--- src/hw/rtl/pmfb_ram.sv ---
// generic single-port ram with registered read
// no dependencies
module pmfb_ram #(
   parameter int WIDTH = 8,
   parameter int DEPTH = 504
) (
   input  logic                     clock,
   input  logic                     we,
   input  logic [$clog2(DEPTH)-1:0] addr,
   input  logic [WIDTH-1:0]         wdata,
   output logic [WIDTH-1:0]         rdata
);

   logic [WIDTH-1:0] mem_ff [DEPTH];
   logic [WIDTH-1:0] rdata_ff;

   // write port and registered read
   always_ff @(posedge clock) begin
      if (we) begin
         mem_ff[addr] <= wdata;
      end
      rdata_ff <= mem_ff[addr];
   end

   assign rdata = rdata_ff;

endmodule

--- config.mk ---
export PLATFORM = sky130hd
export DESIGN_NAME = pmfb_ram
export DESIGN_NICKNAME = d
export VERILOG_FILES = /design/src/hw/rtl/pmfb_ram.sv
export SDC_FILE = /design/constraint.sdc
export NUM_CORES = 2
export LEC_CHECK = 0
export BUFFER_PORTS_ARGS = -buffer_cell sky130_fd_sc_hd__clkbuf_2
export CAP_MARGIN = 30
export CORE_ASPECT_RATIO = 1.25
export CORE_MARGIN = 2
export CORE_UTILIZATION = 45
export DETAILED_ROUTE_END_ITERATION = 16
export PLACE_DENSITY_LB_ADDON = 0.08
export SYNTH_ARGS = -nofsm -noshare
export SYNTH_HDL_FRONTEND = slang
export SYNTH_SLANG_ARGS = --single-unit
--- constraint.sdc ---
create_clock -name clock -period 3.82 [get_ports clock]
set_input_delay 0.955 -clock clock [delete_from_list [all_inputs] [get_ports clock]]
set_output_delay 0.955 -clock clock [all_outputs]
set_load 0.01 [all_outputs]
# Yosys cells after proc, flatten, opt, wreduce, memory -nomap -nowiden
# Memory sizes are Yosys's and may differ from the RTL's. A register that Yosys moved wholly into a read port is not among the register bits.
# Cells that the tools add are included.
dict set report op_classes {
  n_mux 2
}
# operator count
set op_table {}
lappend op_table {{2-to-1 mux 1 bit} 2}
dict set report word_totals {
  ff_bits 0
  mem_bits_rw 4032
  in_bits 19
  out_inout_bits 8
  word_cells 3
  mem_count 1
}
# name depth width read_ports rd_clocked_by_memory_dff write_ports line
set memory_table {}
lappend memory_table {mem_ff 504 8 1 1 1 14} ;# logic [WIDTH-1:0] mem_ff [DEPTH];

# Depth between registers and ports, before layout
dict set report depth {
  ltp_word 2
  mapped_depth 13
  ltp_nobuf 7
}

# Worst setup path after synthesis
# No wires, ideal clock.
dict set report synth_path {
  path_type {input-to-reg}
  start {input addr[0]}
  end {memory mem_ff[259][0] (enable)}
  setup_ns 0.370
  arrival_time_ns 3.118
  t_required_ns 3.450
  path_slack_ns 0.332
  stages 10
  n_path_buf 8
  cell_sequence {buf_6 -> buf_6 -> buf_6 -> buf_4 -> buf_4 -> buf_2 -> clkbuf_1 -> nand4_1 -> clkbuf_1 -> nor2_1}
}
# item line
set synth_rtl {}
lappend synth_rtl {{start, declared} 9} ;# input logic [$clog2(DEPTH)-1:0] addr,
lappend synth_rtl {{end, declared} 14}
# Straight into the memory's write port.

==> run summary <==
fraction of layout cells with a size suffix above 1 = 34.3%
synthesized flop and latch total = 4,040
# clock sinks = 4,040
IR drop worst, VDD = 407 uV
Peak Freq = 259 MHz
critical path class = input pin to register
clock-pin slew on the worst setup and hold paths = 0.06 ns
# setup viols final = 1
clock latency on the worst-skew pair = 0.99 ns
part of the cycle the worst path needs = 101%
total vias in the final route = 82,600
TritonCTS Buffers = 398
worst slew pin tran = 1.13 ns
outcome = complete, but fails checks
die width = 532 um
CORE AREA = 0.347 mm2
Vias/cell = 5.95
DRT Wirelength = 480,000 um
Worst Skew = 0.0635 ns
crit end category = register
Pwr Total = 94.0 mW
Fin. Hold Viols = 0
ys flop type = edfxtp_1
Tmin final = 3.85 ns
initial antenna violation count = 30
relative slew slack = 24.9%
Area growth syn-to-layout = 19.8%
Critical Path AT = 4.69 ns
Synth Area per Inst = 21.2 um2
grt total ovfl = 0
syn_nets = 7,405
post-synthesis instance area = 0.157 mm2
Synth top area share = 77.2%
first-pass GRT wire length = 670,000 um
htree depth = 5
HP Class = input pin to register
synth unique cells = 85
DP Wirelength = 327,000 um
synth warn = 0
Nets = 8,929
FF/Latch Area = 0.121 mm2
power per cell area = 500 mW/mm2
failing checks = setup timing
Synth area leaders = edfxtp_1, mux4_2, mux2i_1
part of the Yosys area used for sequential elements = 77.3%
clock buffer depth = 4
Die ar. = 0.353 mm2
unrepaired setup endpoints after global routing = false
Post-CTS Hold Fix Bufs = 0
I/O Pins = 27
P_leak = 61.9 nW
vias in the first global route = 84,300
chip height = 664 um
Placed Cells = 13,100
CTS tree = yes
initial DRC count = 9,204
leading area contributor after synthesis = edfxtp_1
Layout Cells excl Fill = 13,900
GRT Util Overall = 27.0%
Post-synth EDFFs = 4,032
Post-synth ARST share = 0%
Placer Congestion = 0.918
Max-Cap Viols = 0
clock root buffer = clkbuf_16
Pre-antenna DRT Iters = 6
setup ws final = -0.0341 ns
largest net degree at the start of global routing = 117
DR WL/cell = 34.6 um
CP startpoint kind = input pin
Multi-input gate area = 0.0333 mm2
Synth Instances = 7,386
Initial Util = 45.2%
ANT nets after route = 0
Max Slew Vio Count = 0
Worst Path Required = 4.66 ns
row cnt = 242
fillcell total = 26,900
Port Buffers = 26
CP max FO = 18
Post-route DRC = 0
## routing by layer
metal	up-vias	share of wire [%]	global-route usage [%]
li1	34000	-	-
met1	44700	40	36.5
met2	3202	49	44.8
met3	686	7.2	4.51
met4	14	3.6	8.61
met5	-	0.042	0
## synthesized netlist by cell type, drive strengths merged, types with 11 or more instances
master / instances
a211o: 18
a211oi: 18
a21oi: 88
a221oi: 24
a22o: 13
a22oi: 114
a31oi: 33
a32oi: 22
and2: 14
and3: 14
buf: 278
clkbuf: 189
edfxtp: 4032
mux2: 65
mux2i: 371
mux4: 893
nand2: 102
nand3: 80
nand4: 40
nor2: 562
nor2b: 11
nor3: 16
nor4: 15
o21ai: 86
o22a: 15
o22ai: 133
o32ai: 11
## placed cells by master (no fill, tap or decap), types with 39 or more instances in the layout
cell	Yosys	layout
a21oi_1	88	88
clkinv_2	0	67
clkinv_1	2	86
edfxtp_1	4032	4032
bufinv_16	0	49
nand2_1	102	100
clkbuf_1	189	61
mux4_2	876	876
o22ai_1	133	133
a22oi_1	114	114
nand4_1	39	39
nand3_1	80	68
mux2i_1	371	371
buf_4	49	1370
o21ai_0	83	83
nor2_1	561	556
clkbuf_16	0	407
mux2_2	65	65
buf_12	5	192
## stage by stage
stage	hold slack, ns	setup slack [ns]	cell area, um2	TNS [ns]	utilization (%)
after floorplan	0.663	0.332	157000	0	-
after global placement	0.898	-1.54	175000	-7.80	50.3
after detailed placement	0.898	-1.07	175000	-6.42	50.3
after CTS	0.389	0.0298	188000	0	54.1
after global routing	0.426	0.0131	188000	0	54.1
final	0.436	-0.0341	188000	-0.0341	54.1
## final cells by class
class | instances | share of cell area (%)
Antenna cell | 8 | 0.0107
Clock buffer | 472 | 5.57
Clock inverter | 254 | 1.42
Inverter | 5 | 0.0153
Multi-Input combinational cell | 2874 | 17.7
Sequential cell | 4040 | 64.5
Tap cell | 4636 | 3.09
Timing Repair Buffer | 1591 | 7.66
## worst max-delay path, stage by stage
cell and delay (ns):
buf_12 0.24, buf_12 0.27, buf_4 0.27, mux4_2 0.51
a22oi_1 0.35, o32ai_1 0.27, a311oi_1 0.28, buf_4 0.21
nand4_1 0.44, buf_4 0.31, or4_1 0.51
## kinds of logic (layout without fill, tap and decap cells)
logic type | Yosys count | after routing | share of synthesized area [%]
buffers and inverters | 472 | 2322 | 1.68
multiplexers | 1329 | 1329 | 15.7
AO/OA/AOI/OAI | 631 | 631 | 2.74
other | 0 | 8 | 0
flip-flops | 4040 | 4040 | 77.3
AND/OR/NAND/NOR | 914 | 914 | 2.61
## registers in the layout, indices dropped and copies added, names as in the netlist
| name | count |
|---|---|
| mem_ff | 4032 |
| rdata | 8 |
## timing repair
item                       in CTS  in global routing
hold endpoints to repair        0                  0
setup buffers                   0                  0
setup endpoints to repair       1                  1
gates resized for setup         1                  1
## worst paths after layout
| kind | start | to | slack (ns) | depth (start not counted) |
|---|---|---|---|---|
| max | addr[0] | rdata[4] | -0.03 | 11 |
| min | wdata[0] | mem_ff[260][0] | 0.44 | 1 |
| max reg2reg | mem_ff[351][4] | rdata[4] | 0.27 | 8 |
| min reg2reg | mem_ff[215][3] | rdata[3] | 0.92 | 5 |
## where the power goes
group	internal [mW]	switching, mW	total, mW
clock	22.9	17.0	39.9
combinational	2.01	3.20	5.22
sequential	48.8	0.0833	48.9
total	73.7	20.3	94.0
No activity file was read; power rests on OpenSTA's default activity.
